$ cat src/rtl/mexp_pkg.sv
// Package for the modular exponentiation block: sequencer state type and codes.
// No dependencies; imported by modular_exponentiation.
package mexp_pkg;

  typedef logic [2:0] state_t;

  localparam state_t ST_IDLE = 3'd0;
  localparam state_t ST_RED  = 3'd1;
  localparam state_t ST_MUL  = 3'd2;
  localparam state_t ST_SQR  = 3'd3;
  localparam state_t ST_DONE = 3'd4;

endpackage

$ cat src/rtl/mexp_if.sv
// Valid/ready channel interfaces for operand and result items.
// No dependencies; used by modular_exponentiation.
interface mexp_in_if #(
  parameter int WIDTH = 32
);
  logic             valid;
  logic             ready;
  logic [WIDTH-1:0] base_value;
  logic [WIDTH-1:0] exponent_value;
  logic [WIDTH-1:0] modulus_value;

  modport source (output valid, base_value, exponent_value, modulus_value, input ready);
  modport sink   (input valid, base_value, exponent_value, modulus_value, output ready);
endinterface

interface mexp_out_if #(
  parameter int WIDTH = 32
);
  logic             valid;
  logic             ready;
  logic [WIDTH-1:0] power_result;
  logic             modulus_zero_error;

  modport source (output valid, power_result, modulus_zero_error, input ready);
  modport sink   (input valid, power_result, modulus_zero_error, output ready);
endinterface

$ cat src/rtl/modular_exponentiation.sv
// Modular exponentiation top level: bit-serial square-and-multiply sequencer.
// Depends on mexp_pkg and the channel interfaces in mexp_if.sv.
//
// One item at a time: an item is taken only while the sequencer is idle, and its
// result lands in an output register, so a new item may be taken while the last
// result still waits. All arithmetic runs through one interleaved modular
// multiply/add step that handles one operand bit per cycle. An item with a zero
// exponent or a zero modulus goes straight to completion. Otherwise the base is
// first reduced, then each exponent bit up to the highest set one takes a
// multiply when set plus a squaring that follows all but the last bit.
module modular_exponentiation #(
  parameter int WIDTH = 32
) (
  input  logic       clk_i,
  input  logic       rst_ni,
  mexp_in_if.sink    in_i,
  mexp_out_if.source out_o
);
  import mexp_pkg::*;

  localparam int CW = $clog2(WIDTH);

  state_t           state_q, state_d;
  logic [WIDTH-1:0] m_q, m_d;
  logic [WIDTH-1:0] e_q, e_d;
  logic [WIDTH-1:0] base_q, base_d;
  logic [WIDTH-1:0] acc_q, acc_d;
  logic             err_q, err_d;
  logic [WIDTH-1:0] p_q, p_d;
  logic [WIDTH-1:0] b_q, b_d;
  logic [CW-1:0]    cnt_q, cnt_d;
  logic [WIDTH-1:0] res_q, res_d;
  logic             res_err_q, res_err_d;
  logic             out_vld_q, out_vld_d;

  logic [WIDTH:0]   dbl;
  logic [WIDTH-1:0] dbl_red;
  logic [WIDTH-1:0] addend;
  logic [WIDTH:0]   sum;
  logic [WIDTH-1:0] step;
  logic             last;
  logic             out_load;

  // One bit of interleaved reduction: p = (2p mod m + addend) mod m
  always_comb begin
    dbl     = {p_q, 1'b0};
    dbl_red = (dbl >= {1'b0, m_q}) ? WIDTH'(dbl - {1'b0, m_q}) : dbl[WIDTH-1:0];
    if (state_q == ST_RED) begin
      addend = {{(WIDTH-1){1'b0}}, b_q[WIDTH-1]};
    end else begin
      addend = b_q[WIDTH-1] ? base_q : '0;
    end
    sum  = {1'b0, dbl_red} + {1'b0, addend};
    step = (sum >= {1'b0, m_q}) ? WIDTH'(sum - {1'b0, m_q}) : sum[WIDTH-1:0];
  end

  assign last      = (cnt_q == '0);
  assign out_load  = (state_q == ST_DONE) && (!out_vld_q || out_o.ready);
  assign in_i.ready = (state_q == ST_IDLE);

  always_comb begin
    state_d   = state_q;
    m_d       = m_q;
    e_d       = e_q;
    base_d    = base_q;
    acc_d     = acc_q;
    err_d     = err_q;
    p_d       = p_q;
    b_d       = b_q;
    cnt_d     = cnt_q;
    res_d     = res_q;
    res_err_d = res_err_q;
    out_vld_d = out_vld_q;

    if (out_o.ready) begin
      out_vld_d = 1'b0;
    end

    unique case (state_q)
      ST_IDLE: begin
        if (in_i.valid) begin
          m_d   = in_i.modulus_value;
          e_d   = in_i.exponent_value;
          b_d   = in_i.base_value;
          p_d   = '0;
          cnt_d = CW'(WIDTH - 1);
          err_d = 1'b0;
          priority if (in_i.exponent_value == '0) begin
            acc_d   = WIDTH'(1);
            state_d = ST_DONE;
          end else if (in_i.modulus_value == '0) begin
            acc_d   = '0;
            err_d   = 1'b1;
            state_d = ST_DONE;
          end else begin
            acc_d   = (in_i.modulus_value == WIDTH'(1)) ? '0 : WIDTH'(1);
            state_d = ST_RED;
          end
        end
      end
      ST_RED: begin
        p_d   = step;
        b_d   = {b_q[WIDTH-2:0], 1'b0};
        cnt_d = cnt_q - CW'(1);
        if (last) begin
          base_d = step;
          p_d    = '0;
          cnt_d  = CW'(WIDTH - 1);
          if (e_q[0]) begin
            b_d     = acc_q;
            state_d = ST_MUL;
          end else begin
            b_d     = step;
            state_d = ST_SQR;
          end
        end
      end
      ST_MUL: begin
        p_d   = step;
        b_d   = {b_q[WIDTH-2:0], 1'b0};
        cnt_d = cnt_q - CW'(1);
        if (last) begin
          acc_d = step;
          p_d   = '0;
          cnt_d = CW'(WIDTH - 1);
          b_d   = base_q;
          if (e_q[WIDTH-1:1] == '0) begin
            state_d = ST_DONE;
          end else begin
            state_d = ST_SQR;
          end
        end
      end
      ST_SQR: begin
        p_d   = step;
        b_d   = {b_q[WIDTH-2:0], 1'b0};
        cnt_d = cnt_q - CW'(1);
        if (last) begin
          base_d = step;
          e_d    = {1'b0, e_q[WIDTH-1:1]};
          p_d    = '0;
          cnt_d  = CW'(WIDTH - 1);
          if (e_q[1]) begin
            b_d     = acc_q;
            state_d = ST_MUL;
          end else begin
            b_d     = step;
            state_d = ST_SQR;
          end
        end
      end
      ST_DONE: begin
        if (out_load) begin
          res_d     = acc_q;
          res_err_d = err_q;
          out_vld_d = 1'b1;
          state_d   = ST_IDLE;
        end
      end
      default: begin
        state_d = ST_IDLE;
      end
    endcase
  end

  always_ff @(posedge clk_i or negedge rst_ni) begin
    if (!rst_ni) begin
      state_q   <= ST_IDLE;
      out_vld_q <= 1'b0;
      cnt_q     <= '0;
    end else begin
      state_q   <= state_d;
      out_vld_q <= out_vld_d;
      cnt_q     <= cnt_d;
    end
  end

  always_ff @(posedge clk_i) begin
    m_q       <= m_d;
    e_q       <= e_d;
    base_q    <= base_d;
    acc_q     <= acc_d;
    err_q     <= err_d;
    p_q       <= p_d;
    b_q       <= b_d;
    res_q     <= res_d;
    res_err_q <= res_err_d;
  end

  assign out_o.valid              = out_vld_q;
  assign out_o.power_result       = res_q;
  assign out_o.modulus_zero_error = res_err_q;

`ifndef SYNTHESIS
  a_err_zero_result: assert property (@(posedge clk_i) disable iff (!rst_ni)
    out_vld_q && res_err_q |-> res_q == '0)
    else $error("error result carries nonzero power");

  a_operands_reduced: assert property (@(posedge clk_i) disable iff (!rst_ni)
    (state_q == ST_MUL || state_q == ST_SQR) |-> (acc_q < m_q) && (base_q < m_q))
    else $error("operand not reduced below modulus");

  a_result_from_done: assert property (@(posedge clk_i) disable iff (!rst_ni)
    $rose(out_vld_q) |-> $past(state_q == ST_DONE))
    else $error("result appeared outside completion");

  a_busy_not_ready: assert property (@(posedge clk_i) disable iff (!rst_ni)
    (state_q == ST_RED || state_q == ST_MUL || state_q == ST_SQR) |=> !in_i.valid ||
    !in_i.ready || state_q == ST_IDLE)
    else $error("item taken while sequencer busy");
`endif

endmodule
$ cat src/flat_wrapper.sv
// flat-port wrapper written by rule: the top's interface ports become plain ports
module modular_exponentiation_flat import mexp_pkg::*;
#(
  parameter int WIDTH = 32
)
  (clk_i, rst_ni, in_i_valid, in_i_base_value, in_i_exponent_value, in_i_modulus_value, in_i_ready, out_o_valid, out_o_power_result, out_o_modulus_zero_error, out_o_ready);
  mexp_in_if #(.WIDTH(WIDTH)) in_i_i ();
  mexp_out_if #(.WIDTH(WIDTH)) out_o_i ();
  input  logic clk_i;
  input  logic rst_ni;
  input wire logic [$bits(in_i_i.valid)-1:0] in_i_valid;
  input wire logic [$bits(in_i_i.base_value)-1:0] in_i_base_value;
  input wire logic [$bits(in_i_i.exponent_value)-1:0] in_i_exponent_value;
  input wire logic [$bits(in_i_i.modulus_value)-1:0] in_i_modulus_value;
  output wire logic [$bits(in_i_i.ready)-1:0] in_i_ready;
  output wire logic [$bits(out_o_i.valid)-1:0] out_o_valid;
  output wire logic [$bits(out_o_i.power_result)-1:0] out_o_power_result;
  output wire logic [$bits(out_o_i.modulus_zero_error)-1:0] out_o_modulus_zero_error;
  input wire logic [$bits(out_o_i.ready)-1:0] out_o_ready;
  assign in_i_i.valid = in_i_valid;
  assign in_i_i.base_value = in_i_base_value;
  assign in_i_i.exponent_value = in_i_exponent_value;
  assign in_i_i.modulus_value = in_i_modulus_value;
  assign in_i_ready = in_i_i.ready;
  assign out_o_valid = out_o_i.valid;
  assign out_o_power_result = out_o_i.power_result;
  assign out_o_modulus_zero_error = out_o_i.modulus_zero_error;
  assign out_o_i.ready = out_o_ready;
  modular_exponentiation #(.WIDTH(WIDTH)) u_core (.clk_i(clk_i), .rst_ni(rst_ni), .in_i(in_i_i), .out_o(out_o_i));
endmodule
$ cat config.mk
export PLATFORM = sky130hd
export DESIGN_NAME = modular_exponentiation_flat
export DESIGN_NICKNAME = d
export VERILOG_FILES = /design/src/rtl/mexp_pkg.sv /design/src/rtl/mexp_if.sv /design/src/rtl/modular_exponentiation.sv /design/src/flat_wrapper.sv
export SDC_FILE = /design/constraint.sdc
export NUM_CORES = 1
export LEC_CHECK = 0
export BUFFER_PORTS_ARGS = -buffer_cell sky130_fd_sc_hd__buf_2
export CORE_MARGIN = 3
export CORE_UTILIZATION = 60
export CTS_BUF_LIST = sky130_fd_sc_hd__clkbuf_4 sky130_fd_sc_hd__clkbuf_8
export DETAILED_ROUTE_END_ITERATION = 12
export PLACE_DENSITY = 0.8
export SLEW_MARGIN = 20
export SYNTH_ARGS = -nofsm -noshare
export SYNTH_HDL_FRONTEND = slang
export SYNTH_SLANG_ARGS = --single-unit
$ cat constraint.sdc
create_clock -name clk_i -period 8.45 [get_ports clk_i]
set_clock_uncertainty 0.2 [all_clocks]
set_input_delay 2.1125 -clock clk_i [delete_from_list [all_inputs] [get_ports clk_i]]
set_output_delay 2.1125 -clock clk_i [all_outputs]
set_load 0.01 [all_outputs]
Word level (Yosys, flattened, before mapping). Cells that the tools add are included.

Register bits: 235. Bits of input ports: 100. Output and inout bits: 35. Word-level logic and storage cells: 91.

Add/subtract/negate cells: 4. $lt $le $gt $ge: 2. Equality and inequality tests: 10. Multiplexer cells: 41. Reductions and logical operators: 22.

Operator list (number): two-way mux 32 bit (18); one-hot mux 32 bit (2 select lines) (3); one-hot mux 32 bit (4 select lines) (1); >= comparator 33 x 32 -> 1 bit (2); zero test 32 bit (2); subtractor 32 bit (2); adder 32 x 32 -> 33 bit (1); == test 32 x 1 -> 1 bit, second input constant (1); zero test 31 bit (1); two-way mux 3 bit (8); one-hot mux 3 bit (5 select lines) (1); two-way mux 5 bit (2); one-hot mux 5 bit (2 select lines) (1); AND reduction 2 bit (5); != test 2 x 1 -> 1 bit, second input constant (4); two-way mux 1 bit (7); == test 3 x 2 -> 1 bit, second input constant (2); AND reduction 3 bit (2); nonzero test 2 bit (3); zero test 5 bit (1); AND reduction 5 bit (1); subtractor 5 x 1 -> 5 bit, second input constant (1); nonzero test 4 bit (1); == test 3 x 1 -> 1 bit, second input constant (1); 8 further kinds (8).

Longest topological paths before layout.
Depth after elaboration: 8. Mapped depth: 38. Depth with buffers taken out: 34.

Worst setup path before layout. Ideal clock, no wire load.

Path type: reg-to-reg. Start point: reg u_core.p_q[13]. End point: reg u_core.b_q[1], data pin. Setup time: 260 ps. Arrival time: 6766 ps. Required time: 7990 ps. Slack: 1224 ps. Stages on the path, launching flop included: 34. Buffers on the path: 4. Clock period less this slack: 7226 ps. Cells stage by stage: edfxtp_1 ha_1 a21o_1 a221oi_1 o21ai_1 a32o_1 o21ai_2 o21ba_2 o41ai_4 a221o_1 buf_4 buf_6 mux2_4 ha_1 buf_6 a21o_1 a221o_1 a311o_1 a21boi_2 a21oi_1 o21a_1 o41ai_2 xnor2_1 ha_1 a21oi_1 o21ai_0 a211oi_1 nand3_2 buf_4 nor2_1 a21o_1 inv_2 a221oi_1 o21ai_1.

Longest elaborated chain between the ends: 8. Elaborated cells on any way between the ends: 12. Those cells by class: add/sub: 3; order compare: 2; mux: 7.

Ends and longest elaborated chain: start: declaration (RTL line modular_exponentiation.sv:29) `logic [WIDTH-1:0] p_q, p_d;`; start signal: assignment (RTL line modular_exponentiation.sv:184) `p_q <= p_d;`; >= comparator 33 x 32 -> 1 bit / subtractor 32 bit (equally long branches) (RTL line modular_exponentiation.sv:47) `dbl_red = (dbl >= {1'b0, m_q}) ? WIDTH'(dbl - {1'b0, m_q}) : dbl[WIDTH-1:0];`; two-way mux 32 bit * (RTL line modular_exponentiation.sv:47); adder 32 x 32 -> 33 bit * (RTL line modular_exponentiation.sv:53) `sum = {1'b0, dbl_red} + {1'b0, addend};`; subtractor 32 bit / >= comparator 33 x 32 -> 1 bit (equally long branches) (RTL line modular_exponentiation.sv:54) `step = (sum >= {1'b0, m_q}) ? WIDTH'(sum - {1'b0, m_q}) : sum[WIDTH-1:0];`; two-way mux 32 bit * (RTL line modular_exponentiation.sv:54); net u_core.step[1] (RTL line modular_exponentiation.sv:40) `logic [WIDTH-1:0] step;`; two-way mux 32 bit (on tied branches) (RTL line modular_exponentiation.sv:143, modular_exponentiation.sv:109); two-way mux 32 bit (on tied branches) (RTL line modular_exponentiation.sv:138, modular_exponentiation.sv:105); one-hot mux 32 bit (4 select lines) * (RTL line modular_exponentiation.sv:79) `unique case (state_q)`; net u_core.b_d[1] (RTL line modular_exponentiation.sv:30) `logic [WIDTH-1:0] b_q, b_d;`; end signal: assignment (RTL line modular_exponentiation.sv:185) `b_q <= b_d;`; end: declaration (RTL line modular_exponentiation.sv:30).

The timed path passes the listed nets; every way through them passes the cells marked *. A chain may end at the register's enable or synchronous reset.

Worst setup path in the final report.
Start point: reg u_core.m_q[14]. End point: reg u_core.b_q[0], data pin.

Longest elaborated chain between the ends: 8. Elaborated cells on any way between the ends: 12. Those cells by class: add/sub: 3; order compare: 2; mux: 7.

Ends and longest elaborated chain: start: declaration (RTL line modular_exponentiation.sv:24) `logic [WIDTH-1:0] m_q, m_d;`; start signal: assignment (RTL line modular_exponentiation.sv:179) `m_q <= m_d;`; >= comparator 33 x 32 -> 1 bit / subtractor 32 bit (equally long branches) (RTL line modular_exponentiation.sv:47); two-way mux 32 bit (RTL line modular_exponentiation.sv:47); adder 32 x 32 -> 33 bit (RTL line modular_exponentiation.sv:53); subtractor 32 bit / >= comparator 33 x 32 -> 1 bit (equally long branches) (RTL line modular_exponentiation.sv:54); two-way mux 32 bit * (RTL line modular_exponentiation.sv:54); two-way mux 32 bit (on tied branches) (RTL line modular_exponentiation.sv:143, modular_exponentiation.sv:109); two-way mux 32 bit (on tied branches) (RTL line modular_exponentiation.sv:138, modular_exponentiation.sv:105); one-hot mux 32 bit (4 select lines) * (RTL line modular_exponentiation.sv:79); net u_core.b_d[0] (RTL line modular_exponentiation.sv:30).

Marked as above.

==> impl_metrics.yaml <==
status:
  outcome: "complete, no violations"
clock_network:
  insertion_delay_ps: 590
  cts_tree: "yes"
  clk_pin_slew_worst_paths_ps: 70
  cts_sinks: 235
  htreeDepth: 2
  ctsHoldBuffers: 0
  clockBufferDepth: 3
  clockRootBuffer: "clkbuf_8"
  numCtsBuffers: 42
timing:
  slew-limit-headroom_pct: 35.1
  maxSlewViolCount: 0
  min_period_over_period_pct: 97.2
  tightest_slew_ps: 968
  finalHoldViolations: 0
  setup_viol: 0
  max_freq_mhz: 122
  layout_setup_ws_ps: 233
  fin_crit_ps: 8220
floorplanning:
  initial_core_util_pct: 61.4
  pin_count: 135
  rows: 59
  die_h_um: 170
  dieArea_um2: 28900
  coreArea_um2: 26300
  die_w_um: 170
synthesis:
  synth_top_area_share_pct: 42.0
  syn_nets: 1936
  yosysSeqAreaShare_pct: 43.4
  async_reset_ff_share_pct: 3.83
  synth_ff_type: "edfxtp_1"
  synth_top_area_cell: "edfxtp_1"
  synth_area_leaders: "edfxtp_1 42%, ha_1 7.5%, a21oi_1 4.7%"
  synth_edf_count: 226
  synth_cells: 1736
  ys_warn_count: 0
  ys_types: 85
  synth_seq_cells: 235
  synth.avg_cell_area_um2: 9.30
  syn_area_um2: 16100
worst_setup_path:
  rr_startpoint: "u_core.m_q[14]"
  max_stage_delay_ps: 530
  worstPathArrival_ps: 8450
  ff2ff_path_depth: 30
  cp-end-kind: "flip-flop"
  crit_required_ps: 8690
  crit_path_start_kind: "flip-flop"
  path_max_fanout: 7
  setup.worst_path.class: "reg -> reg"
  reg2reg_setup_slack_ps: 230
  r2r_end: "u_core.b_q[0]"
  cp_slowest_cell: "or4_1"
layout:
  layout_commonest_cell: "edfxtp_1"
  drive_gt1_share_pct: 17.0
  syn_to_final_growth_pct: 13.6
  mostFrequentLayoutCells: "226 x edfxtp_1, 194 x nand2_1, 174 x nor2_1, 149 x a21oi_1, 134 x buf_2"
  diodes: 0
  nNetsFinal: 2099
hold_path:
  min_path_type: "reg -> reg"
  hold_depth: 0
  min_from: "u_core.err_q"
  hold_path_end: "u_core.out_o.modulus_zero_error"
grt:
  overflow: 0
  grt_use_met1_pct: 50.5
  grt_util_met2_pct: 52.2
  antenna_found_initial: 1
  track_usage_pct: 34.2
  use_met3_pct: 6.97
  grt_pass1_wl_um: 76800
  grt_pass1_vias: 13900
  busiest_layer: "met2"
  grt_max_degree: 44
routing:
  initialDrtViolationCount: 2155
  first_pass_iters: 6
  final_antenna_net_count: 0
  avgRoutedWirePerCell_um: 22.5
  drt_wl_total_um: 51100
  drc: 0
  vias_per_cell: 6.54
  vias: 14800
placement:
  dp_hpwl_um: 37400
  gp_congestion: 0.981
  portBuffers: 134
  pre_cts_ws_ps: -105
run:
  cap_violations: 0
## cell usage after synthesis (36+ instances only)
library cell and count:
a21o_1 36, a21oi_1 151, and2_1 42, clkbuf_1 58
edfxtp_1 226, ha_1 97, inv_1 100, nand2_1 196
nand3_1 36, nor2_1 176, nor3_1 36, o21ai_0 101
xnor2_1 44
## area by class of cell
cell class              instances  area [um2]
well taps                     335         419
clock buffers                  57         703
flip-flops and latches        235        7010
fillers                      2045        7940
repair buffers                193        1110
inverters                     104         390
multi-input cells            1323        8570
clock inverters                20         131
## cell families (layout without fill, tap and decap cells)
family | count (synthesis) | count (layout) | synth area share [%]
AO/OA/AOI/OAI | 510 | 512 | 20.5
XOR/XNOR | 70 | 70 | 3.80
adder cells (fa/ha/maj) | 100 | 100 | 7.89
buffers and inverters | 181 | 374 | 4.49
flip-flops | 235 | 235 | 43.4
multiplexers | 31 | 31 | 2.43
AND/OR/NAND/NOR | 609 | 610 | 17.4
## flip-flops by register name (all words and copies together), names as in the netlist
signal and cells:
u_core.acc_q 32, u_core.b_q 32, u_core.base_q 32, u_core.e_q 32, u_core.m_q 32, u_core.out_o.power_result 32, u_core.p_q 32, u_core.cnt_q 5
u_core.state_q 3, u_core.err_q 1, u_core.out_o.modulus_zero_error 1, u_core.out_o.valid 1
## through the flow
stage          hold WS (ps)  std cells  setup TNS, ps  instance area, um2  utilization (%)
6_report                250       2267              0               18300             69.8
5_1_grt                 274       2267           -377               18300             69.8
4_1_cts                 250       2257              0               18200             69.1
3_5_place_dp            234       2180           -468               17300             65.9
3_3_place_gp            214       2180          -34.6               17300             65.9
2_1_floorplan           200       1736              0               16100                -
## routing by layer
metal	wire, um	share of wire, %
met1	21000	41
met2	22400	44
met3	6540	13
met4	1240	2.4
met5	13	0.025
## repair_timing
item                       4_1_cts  5_1_grt
pin swaps                        0        7
cloned                           0        3
gates resized for setup          1       16
buffers inserted                 0        7
setup endpoints to repair       10      119
hold endpoints to repair         0        0
## how the worst max path moves through the flow
stage	startpoint	endpoint	slack, ps	cells past startpoint
after floorplan	u_core.p_q[13]	u_core.b_q[1]	1220	33
after global routing	u_core.m_q[14]	u_core.b_q[14]	-70	32
after detailed placement	u_core.p_q[18]	u_core.b_q[21]	-100	29
after CTS	u_core.p_q[18]	u_core.b_q[22]	20	29
after global placement	u_core.p_q[18]	u_core.b_q[31]	-20	29
final	u_core.m_q[14]	u_core.b_q[0]	230	30
## critical path, delay by kind of cell (launching register included)
kind	cells	cell delay [ps]
AO/OA/AOI/OAI	19	4340
AND/OR/NAND/NOR	4	1110
adder cells (fa/ha/maj)	3	1090
flip-flops	1	380
multiplexers	1	350
buffers and inverters	2	310
XOR/XNOR	1	290
Power is not shown: default switching activity piles up to over one toggle a cycle in this logic, so the estimate is an artifact.
